File: src/rtl/isdm_pkg.sv
// ---------------------------------------------------------------------------
// isdm_pkg: shared types and constants
// Field widths, lattice size, trial codes and the structs that pass between
// the lattice, the energy core and the statistics block.
// ---------------------------------------------------------------------------
package isdm_pkg;

	localparam int COORD_W = 3;   // site coordinate field
	localparam int DE_W    = 5;   // flip energy, signed
	localparam int E_W     = 9;   // system energy, signed
	localparam int D_W     = 9;   // demon energy, unsigned
	localparam int M_W     = 8;   // magnetization, signed
	localparam int SWEEP_W = 32;  // sweep counter

	// lattice side; the energy and magnetization widths above are sized for it
	localparam int LATTICE_SIDE = 8;
	localparam int SITES        = LATTICE_SIDE * LATTICE_SIDE;

	typedef enum logic {
		CMD_DEMON = 1'b0,
		CMD_HEAT  = 1'b1
	} cmd_t;

	// spin of the trial site and number of its four neighbors that point down
	typedef struct packed {
		logic       self_down;
		logic [2:0] nbr_down;
	} lat_rd_t;

	typedef struct packed {
		logic signed [E_W-1:0] energy;
		logic        [D_W-1:0] demon_e;
		logic signed [M_W-1:0] magnet;
	} state_t;

	typedef struct packed {
		logic                   flip;
		logic                   demon_trial;
		logic signed [DE_W-1:0] de;
		state_t                 nxt;
	} upd_t;

endpackage

File: src/rtl/isdm_lattice.sv
// ---------------------------------------------------------------------------
// isdm_lattice: periodic spin lattice
// Holds one down flag per site, reads the trial site and its four wrapped
// neighbors, and toggles the trial site on a flip.
// ---------------------------------------------------------------------------
module isdm_lattice (
	input  logic                          clk,
	input  logic                          arst_n,
	input  logic [isdm_pkg::COORD_W-1:0]  site_row,
	input  logic [isdm_pkg::COORD_W-1:0]  site_col,
	input  logic                          flip_en,
	output isdm_pkg::lat_rd_t             rd
);

	localparam int RW        = $clog2(isdm_pkg::LATTICE_SIDE);
	localparam int CW        = (RW > isdm_pkg::COORD_W) ? RW : isdm_pkg::COORD_W;
	localparam int MOD_STEPS = ((1 << isdm_pkg::COORD_W) - 1) / isdm_pkg::LATTICE_SIDE;

	// coordinate modulo the side, by repeated compare and subtract
	function automatic logic [RW-1:0] wrap_coord(input logic [isdm_pkg::COORD_W-1:0] v);
		logic [CW-1:0] t;
		t = CW'(v);
		for (int i = 0; i < MOD_STEPS; i++) begin
			if (t >= CW'(isdm_pkg::LATTICE_SIDE)) begin
				t = t - CW'(isdm_pkg::LATTICE_SIDE);
			end
		end
		return t[RW-1:0];
	endfunction

	function automatic logic [RW-1:0] inc_wrap(input logic [RW-1:0] v);
		return (v == RW'(isdm_pkg::LATTICE_SIDE - 1)) ? '0 : v + 1'b1;
	endfunction

	function automatic logic [RW-1:0] dec_wrap(input logic [RW-1:0] v);
		return (v == '0) ? RW'(isdm_pkg::LATTICE_SIDE - 1) : v - 1'b1;
	endfunction

	logic [isdm_pkg::LATTICE_SIDE-1:0] down_q [isdm_pkg::LATTICE_SIDE];
	logic [RW-1:0]                     r, c, rm1, rp1, cm1, cp1;
	logic                              n_up, n_dn, n_lf, n_rt;

	assign r   = wrap_coord(site_row);
	assign c   = wrap_coord(site_col);
	assign rm1 = dec_wrap(r);
	assign rp1 = inc_wrap(r);
	assign cm1 = dec_wrap(c);
	assign cp1 = inc_wrap(c);

	assign n_up = down_q[rm1][c];
	assign n_dn = down_q[rp1][c];
	assign n_lf = down_q[r][cm1];
	assign n_rt = down_q[r][cp1];

	assign rd.self_down = down_q[r][c];
	assign rd.nbr_down  = {2'b00, n_up} + {2'b00, n_dn} + {2'b00, n_lf} + {2'b00, n_rt};

	// all spins up after reset
	always_ff @(posedge clk or negedge arst_n) begin
		if (!arst_n) begin
			for (int i = 0; i < isdm_pkg::LATTICE_SIDE; i++) begin
				down_q[i] <= '0;
			end
		end else if (flip_en) begin
			down_q[r][c] <= ~down_q[r][c];
		end
	end

endmodule

File: src/rtl/isdm_core.sv
// ---------------------------------------------------------------------------
// isdm_core: flip energy and acceptance
// Forms the flip energy, decides demon and heat-up trials, and holds the
// system energy, demon energy and magnetization.
// ---------------------------------------------------------------------------
module isdm_core (
	input  logic                                clk,
	input  logic                                arst_n,
	input  logic                                adv,
	input  logic                                heat,
	input  isdm_pkg::lat_rd_t                   rd,
	input  logic signed [isdm_pkg::E_W-1:0]     target,
	output isdm_pkg::upd_t                      upd,
	output isdm_pkg::state_t                    st
);

	localparam int DE_XW = isdm_pkg::DE_W + 1;
	localparam int DN_W  = isdm_pkg::D_W + 2;

	isdm_pkg::state_t           st_q;
	logic signed [DE_XW-1:0]    de_up;
	logic signed [DE_XW-1:0]    de_x;
	logic signed [isdm_pkg::DE_W-1:0] de;
	logic signed [DN_W-1:0]     dnew;
	logic                       demon_ok, heat_ok, flip;

	// energy of flipping an up spin: 2 * (4 - 2 * down neighbors)
	assign de_up = DE_XW'(8) - $signed({1'b0, rd.nbr_down, 2'b00});
	assign de_x  = rd.self_down ? -de_up : de_up;
	assign de    = de_x[isdm_pkg::DE_W-1:0];

	assign dnew     = $signed({2'b00, st_q.demon_e}) - DN_W'(de);
	assign demon_ok = (dnew[DN_W-1:isdm_pkg::D_W] == 2'b00);
	assign heat_ok  = (de > 0) && (st_q.energy < target);
	assign flip     = heat ? heat_ok : demon_ok;

	always_comb begin
		upd             = '0;
		upd.flip        = flip;
		upd.demon_trial = !heat;
		upd.de          = de;
		upd.nxt         = st_q;
		if (flip) begin
			upd.nxt.energy = st_q.energy + isdm_pkg::E_W'(de);
			upd.nxt.magnet = rd.self_down ? st_q.magnet + isdm_pkg::M_W'(2)
			                              : st_q.magnet - isdm_pkg::M_W'(2);
			if (!heat) begin
				upd.nxt.demon_e = dnew[isdm_pkg::D_W-1:0];
			end
		end
	end

	assign st = st_q;

	always_ff @(posedge clk or negedge arst_n) begin
		if (!arst_n) begin
			st_q.energy  <= isdm_pkg::E_W'(-2 * isdm_pkg::SITES);
			st_q.demon_e <= '0;
			st_q.magnet  <= isdm_pkg::M_W'(isdm_pkg::SITES);
		end else if (adv) begin
			st_q <= upd.nxt;
		end
	end

endmodule

File: src/rtl/isdm_stats.sv
// ---------------------------------------------------------------------------
// isdm_stats: counters and running sums
// Accepted moves, sweeps and saturating sums over demon trials.
// ---------------------------------------------------------------------------
module isdm_stats #(
	parameter int SUM_WIDTH    = 48
) (
	input  logic                                 clk,
	input  logic                                 arst_n,
	input  logic                                 adv,
	input  isdm_pkg::upd_t                       upd,
	output logic [SUM_WIDTH-1:0]                 accepted_count,
	output logic [isdm_pkg::SWEEP_W-1:0]         sweeps_done,
	output logic signed [SUM_WIDTH-1:0]          energy_sum,
	output logic [SUM_WIDTH-1:0]                 demon_sum,
	output logic signed [SUM_WIDTH-1:0]          magnet_sum,
	output logic [SUM_WIDTH-1:0]                 magnet_sq_sum
);

	localparam int TW    = $clog2(isdm_pkg::SITES);
	localparam int SQ_W  = 2 * isdm_pkg::M_W;

	function automatic logic [SUM_WIDTH-1:0] add_u_sat(input logic [SUM_WIDTH-1:0] a,
	                                                   input logic [SUM_WIDTH-1:0] b);
		logic [SUM_WIDTH:0] s;
		s = {1'b0, a} + {1'b0, b};
		return s[SUM_WIDTH] ? '1 : s[SUM_WIDTH-1:0];
	endfunction

	function automatic logic [SUM_WIDTH-1:0] add_s_sat(input logic [SUM_WIDTH-1:0] a,
	                                                   input logic [SUM_WIDTH-1:0] b);
		logic [SUM_WIDTH:0] s;
		s = {a[SUM_WIDTH-1], a} + {b[SUM_WIDTH-1], b};
		if (s[SUM_WIDTH] != s[SUM_WIDTH-1]) begin
			return s[SUM_WIDTH] ? {1'b1, {(SUM_WIDTH-1){1'b0}}}
			                    : {1'b0, {(SUM_WIDTH-1){1'b1}}};
		end
		return s[SUM_WIDTH-1:0];
	endfunction

	logic [SUM_WIDTH-1:0]         acc_q, esum_q, dsum_q, msum_q, sqsum_q;
	logic [isdm_pkg::SWEEP_W-1:0] sweep_q;
	logic [TW-1:0]                trial_q;
	logic signed [SQ_W-1:0]       m_sq;

	assign m_sq = upd.nxt.magnet * upd.nxt.magnet;

	always_ff @(posedge clk or negedge arst_n) begin
		if (!arst_n) begin
			acc_q   <= '0;
			esum_q  <= '0;
			dsum_q  <= '0;
			msum_q  <= '0;
			sqsum_q <= '0;
			sweep_q <= '0;
			trial_q <= '0;
		end else if (adv && upd.demon_trial) begin
			if (upd.flip) begin
				acc_q <= add_u_sat(acc_q, SUM_WIDTH'(1));
			end
			esum_q  <= add_s_sat(esum_q, SUM_WIDTH'(upd.nxt.energy));
			dsum_q  <= add_u_sat(dsum_q, SUM_WIDTH'(upd.nxt.demon_e));
			msum_q  <= add_s_sat(msum_q, SUM_WIDTH'(upd.nxt.magnet));
			sqsum_q <= add_u_sat(sqsum_q, SUM_WIDTH'(unsigned'(m_sq)));
			// close a sweep after N demon trials
			if (trial_q == TW'(isdm_pkg::SITES - 1)) begin
				trial_q <= '0;
				if (sweep_q != '1) begin
					sweep_q <= sweep_q + 1'b1;
				end
			end else begin
				trial_q <= trial_q + 1'b1;
			end
		end
	end

	assign accepted_count = acc_q;
	assign sweeps_done    = sweep_q;
	assign energy_sum     = esum_q;
	assign demon_sum      = dsum_q;
	assign magnet_sum     = msum_q;
	assign magnet_sq_sum  = sqsum_q;

endmodule

File: src/rtl/ising_demon_spin_update.sv
// ---------------------------------------------------------------------------
// ising_demon_spin_update: Creutz demon spin update for a 2D Ising lattice
// Takes one trial site per request, decides the flip from the four wrapped
// neighbors and reports energies, magnetization, counters and sums.
// ---------------------------------------------------------------------------
//
//  channel  | handshake             | payload
//  ---------+-----------------------+---------------------------------------
//  in       | in_valid / in_stall   | cmd, site_row, site_col
//  out      | out_valid / out_stall | flipped, delta_energy, energy_now,
//           |                       | demon_now, magnet_now, accepted_count,
//           |                       | sweeps_done, energy_sum, demon_sum,
//           |                       | magnet_sum, magnet_sq_sum
//  cfg      | cfg_wr_en             | cfg_wr_data (target energy)
//
//  One request per cycle while out_stall is low; each result passes the
//  input register, then lattice read, flip decision and state update.
//  Lattice read, flip decision and sum update in the same cycle set that rate.
//  Reset: all spins up, energy -2N, magnetization N, demon and sums zero.
//  out_stall holds the result; in_stall rises only when both stages are full.
// ---------------------------------------------------------------------------
module ising_demon_spin_update #(
	parameter int SUM_WIDTH    = 48
) (
	input  logic                                 clk,
	input  logic                                 arst_n,
	// configuration
	input  logic                                 cfg_wr_en,
	input  logic signed [isdm_pkg::E_W-1:0]      cfg_wr_data,
	// requests
	input  logic                                 in_valid,
	output logic                                 in_stall,
	input  logic                                 cmd,
	input  logic [isdm_pkg::COORD_W-1:0]         site_row,
	input  logic [isdm_pkg::COORD_W-1:0]         site_col,
	// results
	output logic                                 out_valid,
	input  logic                                 out_stall,
	output logic                                 flipped,
	output logic signed [isdm_pkg::DE_W-1:0]     delta_energy,
	output logic signed [isdm_pkg::E_W-1:0]      energy_now,
	output logic [isdm_pkg::D_W-1:0]             demon_now,
	output logic signed [isdm_pkg::M_W-1:0]      magnet_now,
	output logic [SUM_WIDTH-1:0]                 accepted_count,
	output logic [isdm_pkg::SWEEP_W-1:0]         sweeps_done,
	output logic signed [SUM_WIDTH-1:0]          energy_sum,
	output logic [SUM_WIDTH-1:0]                 demon_sum,
	output logic signed [SUM_WIDTH-1:0]          magnet_sum,
	output logic [SUM_WIDTH-1:0]                 magnet_sq_sum
);

	logic                                 valid_s1;
	logic                                 cmd_s1;
	logic [isdm_pkg::COORD_W-1:0]         row_s1, col_s1;
	logic                                 valid_s2;
	logic                                 flip_s2;
	logic signed [isdm_pkg::DE_W-1:0]     de_s2;
	logic signed [isdm_pkg::E_W-1:0]      target_q;
	logic                                 adv;
	isdm_pkg::lat_rd_t                    lat_rd;
	isdm_pkg::upd_t                       upd;
	isdm_pkg::state_t                     st;

	// advance the held request whenever the result slot is free or drains now;
	// the state registers change only on advance, so they double as the
	// held result fields
	assign adv      = valid_s1 && (!valid_s2 || !out_stall);
	assign in_stall = valid_s1 && valid_s2 && out_stall;

	always_ff @(posedge clk or negedge arst_n) begin
		if (!arst_n) begin
			target_q <= '0;
		end else if (cfg_wr_en) begin
			target_q <= cfg_wr_data;
		end
	end

	// input register
	always_ff @(posedge clk or negedge arst_n) begin
		if (!arst_n) begin
			valid_s1 <= 1'b0;
		end else if (!in_stall) begin
			valid_s1 <= in_valid;
		end
	end

	always_ff @(posedge clk) begin
		if (in_valid && !in_stall) begin
			cmd_s1 <= cmd;
			row_s1 <= site_row;
			col_s1 <= site_col;
		end
	end

	isdm_lattice u_lattice (
		.clk     (clk),
		.arst_n  (arst_n),
		.site_row(row_s1),
		.site_col(col_s1),
		.flip_en (adv && upd.flip),
		.rd      (lat_rd)
	);

	isdm_core u_core (
		.clk   (clk),
		.arst_n(arst_n),
		.adv   (adv),
		.heat  (cmd_s1 == isdm_pkg::CMD_HEAT),
		.rd    (lat_rd),
		.target(target_q),
		.upd   (upd),
		.st    (st)
	);

	isdm_stats #(
		.SUM_WIDTH   (SUM_WIDTH)
	) u_stats (
		.clk           (clk),
		.arst_n        (arst_n),
		.adv           (adv),
		.upd           (upd),
		.accepted_count(accepted_count),
		.sweeps_done   (sweeps_done),
		.energy_sum    (energy_sum),
		.demon_sum     (demon_sum),
		.magnet_sum    (magnet_sum),
		.magnet_sq_sum (magnet_sq_sum)
	);

	// result register: valid, flip flag and flip energy; drop valid on drain
	always_ff @(posedge clk or negedge arst_n) begin
		if (!arst_n) begin
			valid_s2 <= 1'b0;
		end else if (adv) begin
			valid_s2 <= 1'b1;
		end else if (!out_stall) begin
			valid_s2 <= 1'b0;
		end
	end

	always_ff @(posedge clk) begin
		if (adv) begin
			flip_s2 <= upd.flip;
			de_s2   <= upd.de;
		end
	end

	assign out_valid    = valid_s2;
	assign flipped      = flip_s2;
	assign delta_energy = de_s2;
	assign energy_now   = st.energy;
	assign demon_now    = st.demon_e;
	assign magnet_now   = st.magnet;

endmodule

File: config.mk
export PLATFORM = sky130hd
export DESIGN_NAME = ising_demon_spin_update
export DESIGN_NICKNAME = d
export VERILOG_FILES = /design/src/rtl/isdm_pkg.sv /design/src/rtl/isdm_lattice.sv /design/src/rtl/isdm_core.sv /design/src/rtl/isdm_stats.sv /design/src/rtl/ising_demon_spin_update.sv
export SDC_FILE = /design/constraint.sdc
export NUM_CORES = 1
export LEC_CHECK = 0
export ABC_AREA = 1
export BUFFER_PORTS_ARGS = -buffer_cell sky130_fd_sc_hd__buf_4
export CORE_ASPECT_RATIO = 1.2
export CORE_MARGIN = 5
export CORE_UTILIZATION = 35
export CTS_CLUSTER_DIAMETER = 60
export DETAILED_ROUTE_END_ITERATION = 10
export SYNTH_ARGS = -nofsm -noshare
export SYNTH_HDL_FRONTEND = slang
export SYNTH_HIERARCHICAL = 1
export SYNTH_SLANG_ARGS = --single-unit
File: constraint.sdc
create_clock -name clk -period 13.8 [get_ports clk]
set_input_delay 0.69 -clock clk [delete_from_list [all_inputs] [get_ports clk]]
set_output_delay 0.69 -clock clk [all_outputs]
set_load 0.005 [all_outputs]
* Yosys cells after proc, flatten, opt, wreduce, memory -nomap -nowiden
Cells that the tools add are included.
W data, S select, Z words.
** Word-level totals
- Flip-flop bits (word level) :: 392
- Input bits :: 21
- Word-level logic and storage cells :: 136
** Operators by class
- Add/subtract/negate cells :: 20
- $mul :: 1
- $lt $le $gt $ge :: 10
- Eq/ne operators :: 7
- Mux-type cells :: 49
- Bitwise logic cells :: 4
- Reduce and logical (&&, ||, !) cells :: 19
** Operators by type and width (number)
- $mux W48 :: 9
- $add A48 B9 Y49 :: 2
- $bmux W8 S3 :: 3
- $bwmux W64 :: 1
- $mux W8 :: 8
- $add A48 B1 Y49 const B :: 1
- $add A48 B16 Y49 :: 1
- $add A48 B8 Y49 :: 1
- $add A32 B1 Y32 const B :: 1
- $ne A32 B32 Y1 const B :: 1
- $mux W26 :: 1
- $demux W8 S3 :: 1
- $mul A8 B8 Y16 :: 1
- $bmux W1 S3 :: 5
- $mux W1 :: 13
- $ge A4 B4 Y1 const B :: 3
- $lt A3 B4 Y1 const B :: 3
- $mux W3 :: 4
- $not A3 Y4 :: 3
- $sub A10 B5 Y11 :: 1
- $add A9 B5 Y9 :: 1
- $logic_and A1 B1 Y1 :: 9
- $lt A9 B9 Y1 :: 1
- $mux W9 :: 1
- other kinds (26) :: 35

* Logic depth before layout (Yosys ltp)
Gate-level depths: netlist of run 1.
- Depth after elaboration :: 23
- Depth in mapped cells :: 71

* Modules after synthesis
Netlist of run 1, hierarchy kept.
** Modules (own cells, without submodules)
- isdm_stats :: times used 1, cells each 3812, area an instance 25096.6 um^2, seq. area each 6956.7 um^2
- isdm_lattice :: times used 1, cells each 976, area an instance 5574.1 um^2, seq. area each 1601.5 um^2
- isdm_core :: times used 1, cells each 353, area an instance 2371.0 um^2, seq. area each 529.3 um^2
- ising_demon_spin_update :: times used 1, cells each 65, area an instance 850.8 um^2, seq. area each 665.6 um^2

* Worst setup path after synthesis of run 1
No wires, ideal clock.
- Kind :: flip-flop to flip-flop
- Start :: reg row_s1[0] (netlist name)
- End :: reg u_stats.sqsum_q[45], in the netlist u_stats/magnet_sq_sum[45]
- Library setup time :: 0.129 ns
- Data arrival time :: 11.455 ns
- Data required time :: 13.671 ns
- Setup slack :: 2.216 ns
- Stages on the path, launching flop included :: 63
- Buffers on the path :: 7
- Period minus slack after synthesis :: 11.584 ns
- Cell sequence :: edfxtp_1 -> buf_4 -> inv_4 -> buf_4 -> clkbuf_1 -> ha_1 -> inv_1 -> nor2_1 -> inv_1 -> clkbuf_1 -> a21oi_1 -> o21ai_0 -> nand3_1 -> nand3_1 -> nand2_1 -> nor2_1 -> nand2_1 -> fa_1 -> [... 27 more ...] -> inv_1 -> ha_1 -> a21oi_1 -> o21ai_0 -> a21oi_1 -> o21ai_0 -> a21o_1 -> a21oi_1 -> xor2_1 -> ha_1 -> clkbuf_1 -> a21oi_1 -> nand2_1 -> a21oi_1 -> nand2_2 -> nand3_1 -> buf_2 -> nand3_1
** RTL lines
- from (decl) :: RTL line ising_demon_spin_update.sv:54 : logic [isdm_pkg::COORD_W-1:0] row_s1, col_s1;
- from (signal assigned) :: RTL line ising_demon_spin_update.sv:90 : row_s1 <= site_row;
- to (signal assigned) :: RTL line isdm_stats.sv:64 : sqsum_q <= add_u_sat(sqsum_q, SUM_WIDTH'(unsigned'(m_sq)));
- to (decl) :: RTL line isdm_stats.sv:41 : logic [SUM_WIDTH-1:0] acc_q, esum_q, dsum_q, msum_q, sqsum_q;

==> out/qor.yml, run 1 <==
synthesis:
  synth_most_common_cell: "nand2_1"
  yosys_warnings: 6
  ys.flop_type: "dfrtp_1"
  ys_seq_area_share_pct: 28.8
  synth_area_um2: 33900
  syn_avg_cell_area_um2: 6.51
  post_synth_num_cell_types: 55
  synthCells: 5206
  synth_common_cells: "nand2_1 (1614), inv_1 (729), nor2_1 (549)"
  ys_async_sr_fraction_pct: 96.6
  synthTopCellsByArea: "dfrtp_1 (27%), nand2_1 (18%), inv_1 (8.1%), ha_1 (6.9%), nor2_1 (6.1%)"
  synth_top_area_cell: "dfrtp_1"
  synth-edff-count: 13
  synth_top_area_share_pct: 27.4
  ys_ff_latch: 387
floorplan:
  core_area_um2: 96500
  die_area_um2: 103000
  die_h_um: 351
  start_util_pct: 35.1
  ioPinCount: 327
  fp-row-count: 125
  die_w_um: 294
layout:
  multi_input_area_um2: 20600
  final-seq-area_um2: 9750
  final_nets: 5735
  utilization_pct: 40.8
  syn_to_final_growth_pct: 16.1
  nFillCells: 10300
  drive_gt1_share_pct: 9.90
  diodes: 0
detailed_routing:
  maxUsedRoutingLayer: "met4"
  dr_wl_met3_um: 7580
  vias: 34200
  routed_wl_um: 117000
  drtIter0Drc: 2284
  drcViolationCount: 0
  wl_met2_um: 55500
  viasPerCell: 5.04
  ant_nets: 0
  wl_per_cell_um: 17.2
  drt-met1-wl_um: 49900
  first_pass_iters: 6
critical_path:
  critPathArrivalTime_ns: 13.14
  crit_slowest_cell: "edfxtp_1"
  worstSetupPathType: "reg -> reg"
  crit_top_cell: "nand2_1"
  r2r_end: "u_stats/magnet_sq_sum[35]"
  start_kind: "flip-flop"
  r2r_slack_ns: 1.16
  reg2reg_depth: 56
  path_max_fanout: 22
  reg2reg_from: "row_s1[1]"
  crit_required_ns: 14.30
  cpPeakStageDelay_ns: 0.78
  cp-end-kind: "flip-flop"
clocking:
  root_buffer: "clkbuf_16"
  cts_resized: 0
  hold_buffers: 0
  path_clk_slew_ns: 0.06
  h-tree-depth: 2
  cts_setup_buffers: 0
  cts_buffers: 58
  cts_tree: "done"
  worstSkewPairLatency_ns: 0.64
  cts_buffer_depth: 3
  cts.sinks: 387
status:
  status: "finished, final reports clean"
global_route:
  grt_max_degree: 91
  first_global_vias: 33400
  track_usage_pct: 22.0
  grt-ovfl-total: 0
  antenna_found_initial: 0
  grt_pass1_wl_um: 185000
placement:
  portBuffers: 321
  dp_hpwl_um: 91300
  gp_congestion: 0.961
timing:
  fin_crit_ns: 12.64
  finalHoldViolCount: 0
  setup_viol: 0
  rsz0062_at_grt: "false"
  fin_crit_sh_pct: 91.6
  relSlewSlack_pct: 39.5
  tns_ns: 0
  fin_skew_ns: 0.0326
  drv_slew: 0
  fmax_mhz: 79.1
  tightest_slew_ns: 0.907
job:
  cap_violations: 0
hold_path:
  holdCritPathClass: "in -> async"
-- flip-flops by register name, indices dropped and copies added, names as in the netlist, 3 cells and up --
register,count
u_lattice/down_q,64
u_stats/accepted_count,48
u_stats/demon_sum,48
u_stats/energy_sum,48
u_stats/magnet_sq_sum,48
u_stats/magnet_sum,48
u_stats/sweeps_done,32
u_core/st,21
target_q,9
u_stats/trial_q,6
delta_energy,5
col_s1,3
row_s1,3
-- kinds of logic after synthesis --
group / after synthesis / synth area share (%)
AO/OA/AOI/OAI: 601 / 9.88
XOR/XNOR: 180 / 4.65
adder cells (fa/ha/maj): 237 / 9.83
buffers and inverters: 882 / 10.6
flip-flops: 387 / 28.8
other: 1 / 0.0111
AND/OR/NAND/NOR: 2918 / 36.2
-- area by class of cell --
| class | count | area share (%) |
|---|---|---|
| Sequential cell | 387 | 24.8 |
| Timing Repair Buffer | 344 | 6.58 |
| Inverter | 738 | 7.06 |
| Tap cell | 1270 | 4.04 |
| Clock inverter | 29 | 1.06 |
| Multi-Input combinational cell | 3948 | 52.3 |
| Clock buffer | 77 | 4.16 |
-- worst max-delay path: cells and delay by family, from the launching register on --
kind,cells,cell delay [ns]
fa+ha+maj,12,4.40
simple gates,22,3.59
compound gates,12,2.38
buf+inv,8,0.84
flops,1,0.78
xor+xnor,2,0.48
-- worst max path at each step --
stage               depth (start not counted)                   endpoint  startpoint
finish                                     56  u_stats/magnet_sq_sum[35]   row_s1[1]
global route                               56  u_stats/magnet_sq_sum[35]   row_s1[1]
CTS                                        56  u_stats/magnet_sq_sum[35]   row_s1[1]
detailed placement                         56  u_stats/magnet_sq_sum[35]   row_s1[1]
global placement                           56  u_stats/magnet_sq_sum[35]   row_s1[1]
floorplan                                  62  u_stats/magnet_sq_sum[45]   row_s1[0]
-- cells in the final DEF, fill, tap and decap left out, drive strengths merged, types with 20 or more instances in the layout --
cell / n
ha: 188
clkbuf: 77
nand3: 399
or2: 35
nand2: 1632
nor3: 117
inv: 745
a31oi: 20
nand4: 111
o21bai: 33
xor2: 120
a21oi: 290
nor2: 558
o21ai: 217
buf: 344
xnor2: 60
fa: 49
dfrtp: 371
nor4: 27
-- metrics by stage --
step / hold WS [ns] / worst slack (ns) / area, um2 / std cells
after floorplan: 0.394 / 2.22 / 33900 / 5217
after global placement: 0.481 / 1.42 / 37300 / 6687
after detailed placement: 0.485 / 1.25 / 37300 / 6687
after CTS: 0.0700 / 1.20 / 39300 / 6793
after global routing: 0.0926 / 0.00780 / 39300 / 6793
final: 0.0567 / 1.16 / 39300 / 6793
-- routing by layer --
metal | GRT usage [%] | vias to the layer above
li1 | - | 17100
met1 | 28.0 | 15900
met2 | 37.9 | 981
met3 | 4.29 | 197
met4 | 6.67 | 0
met5 | 0 | -
Power of run 1 is not shown: default switching activity piles up to over one toggle a cycle in this logic, so the estimate is an artifact.
==> run 2: changes to the inputs <==
- ABC_AREA: 1 -> not set
- GPL_TIMING_DRIVEN: not set -> 0
==> out/qor.yml, run 2 <==
critical_path:
  cpPeakStageDelay_ns: 0.56
  start_kind: "flip-flop"
  reg2reg_from: "row_s1[0]"
  critPathArrivalTime_ns: 13.57
  crit_required_ns: 14.32
  worstSetupPathType: "reg -> reg"
  r2r_end: "u_stats/magnet_sq_sum[14]"
  r2r_slack_ns: 0.74
  crit_slowest_cell: "fa_1"
  cp-end-kind: "flip-flop"
  reg2reg_depth: 55
  path_max_fanout: 10
  crit_top_cell: "inv_1"
detailed_routing:
  drtIter0Drc: 1657
  routed_wl_um: 92300
  drcViolationCount: 0
  wl_per_cell_um: 19.5
  first_pass_iters: 6
  viasPerCell: 5.37
  ant_nets: 0
  vias: 25400
synthesis:
  ys_async_sr_fraction_pct: 96.6
  synth_area_um2: 28800
  syn_avg_cell_area_um2: 8.90
  post_synth_num_cell_types: 106
  synthCells: 3231
  synth_most_common_cell: "nand2_1"
  synth_top_area_share_pct: 32.3
  synthTopCellsByArea: "dfrtp_1 (32%), ha_1 (8.2%), nand2_1 (4.9%), xnor2_1 (4.2%), xor2_1 (3.8%)"
  ys.flop_type: "dfrtp_1"
  synth_top_area_cell: "dfrtp_1"
  ys_ff_latch: 387
  yosys_warnings: 6
  synth_common_cells: "nand2_1 (379), dfrtp_1 (371), nor2_1 (257)"
  synth-edff-count: 13
  ys_seq_area_share_pct: 33.9
placement:
  gp_congestion: 0.978
  dp_hpwl_um: 70000
  portBuffers: 320
  place_area_um2: 32700
  dp_cells: 4621
timing:
  holdWs_ns: 0.255
  fin_crit_ns: 13.06
  rsz0062_at_grt: "false"
  setup_viol: 0
  relSlewSlack_pct: 33.4
  drv_slew: 0
  fin_crit_sh_pct: 94.6
  fin_skew_ns: 0.0310
  tightest_slew_ns: 0.998
  finalHoldViolCount: 0
  fmax_mhz: 76.6
floorplan:
  core_area_um2: 81700
  fp-row-count: 115
  start_util_pct: 35.2
  die_w_um: 272
  die_area_um2: 88000
  ioPinCount: 327
  die_h_um: 324
hold_path:
  min-delay-start: "site_col[0]"
  holdCritPathClass: "in -> reg"
  holdPathStages: 1
  holdPathEnd: "col_s1[0]"
status:
  status: "finished, final reports clean"
clocking:
  cts.sinks: 387
  worstSkewPairLatency_ns: 0.63
  cts_buffers: 52
  h-tree-depth: 2
  cts_tree: "done"
  path_clk_slew_ns: 0.06
  cts_buffer_depth: 3
  root_buffer: "clkbuf_16"
global_route:
  grt_max_degree: 114
  gr-max-usage-layer: "met2"
  grt_util_met1_pct: 24.6
  first_global_vias: 25000
  grt-ovfl-total: 0
  track_usage_pct: 20.2
  antenna_found_initial: 0
  grt_pass1_wl_um: 143000
  use_met3_pct: 5.27
  grt_use_met2_pct: 35.1
layout:
  layout_commonest_cell: "nand2_1"
  stdcell_area_um2: 34600
  final_cell_mix: "nand2_1 (379), dfrtp_1 (371), buf_4 (346), nor2_1 (255), o21ai_0 (213)"
  diodes: 0
  syn_to_final_growth_pct: 20.4
  drive_gt1_share_pct: 16.3
  top_register: "u_lattice/down_q"
  utilization_pct: 42.4
  layout.cells.non_filler: 4725
  largest_reg_flops: 64
  final_nets: 3887
job:
  cap_violations: 0
-- run 2: changes by cell type in the layout (fill, tap and decap cells not counted), moves of 74 or more --
cell,before,now
nor3_1,115,41
nor2_1,548,255
xnor2_1,60,137
nand2_1,1611,379
clkbuf_1,11,98
inv_1,729,150
nand3_1,396,118
-- run 2: how the worst max path moves through the flow --
| stage | start | endpoint | slack (ns) |
|---|---|---|---|
| 3_5_place_dp | row_s1[1] | u_stats/magnet_sq_sum[39] | -1.12 |
| 4_1_cts | row_s1[1] | u_stats/magnet_sq_sum[26] | 0.11 |
| 3_3_place_gp | row_s1[1] | u_stats/magnet_sq_sum[45] | -3.50 |
| 5_1_grt | row_s1[1] | u_stats/magnet_sq_sum[11] | 0.05 |
| 6_report | row_s1[0] | u_stats/magnet_sq_sum[14] | 0.74 |
| 2_1_floorplan | row_s1[1] | u_stats/magnet_sq_sum[10] | 0.60 |
-- run 2: stage by stage --
step	TNS [ns]	worst slack (ns)
global placement	-226.42	-3.50
floorplan	0	0.605
detailed placement	-42.06	-1.12
finish	0	0.743
global route	0	0.0521
CTS	0	0.109
-- run 2: kinds of logic (layout without fill, tap and decap cells) --
logic type	count (synthesis)	count (layout)	share of synthesized area [%]
AND/OR/NAND/NOR	1095	1095	18.0
buffers and inverters	310	739	4.69
multiplexers	119	119	5.30
AO/OA/AOI/OAI	814	814	18.3
other	1	12	0.0130
flip-flops	387	387	33.9
XOR/XNOR	266	267	8.15
adder cells (fa/ha/maj)	239	239	11.7
-- run 2: repair_timing --
item,CTS,global route
resized for setup,8,12
endpoints found under the setup margin,48,48
hold buffers,1,0
endpoints found under the hold margin,46,0
setup buffers,1,5
pin swaps,1,0
cloned,1,0
-- run 2: metal layers --
| metal | vias to the layer above | wire (um) |
|---|---|---|
| li1 | 12200 | - |
| met1 | 12300 | 38200 |
| met2 | 648 | 44400 |
| met3 | 157 | 6660 |
| met4 | 0 | 3070 |
| met5 | - | 0 |
-- run 2: area by class of cell --
class | instances | area, um2
Inverter | 154 | 582
Fill cell | 8252 | 47100
Clock buffer | 70 | 1470
Multi-Input combinational cell | 2546 | 17800
Tap cell | 1053 | 1320
Clock inverter | 27 | 298
Timing Repair Buffer | 333 | 2620
Buffer | 155 | 772
Sequential cell | 387 | 9750
-- run 2: worst max-delay path: cells and delay by family, from the launching register on --
kind / cells / cell delay (ns)
adder cells (fa/ha/maj): 11 / 4.41
AO/OA/AOI/OAI: 15 / 2.73
AND/OR/NAND/NOR: 13 / 2.35
buffers and inverters: 13 / 1.97
multiplexers: 1 / 0.53
XOR/XNOR: 2 / 0.48
flip-flops: 1 / 0.46
Power of run 2 is left out for the same reason.
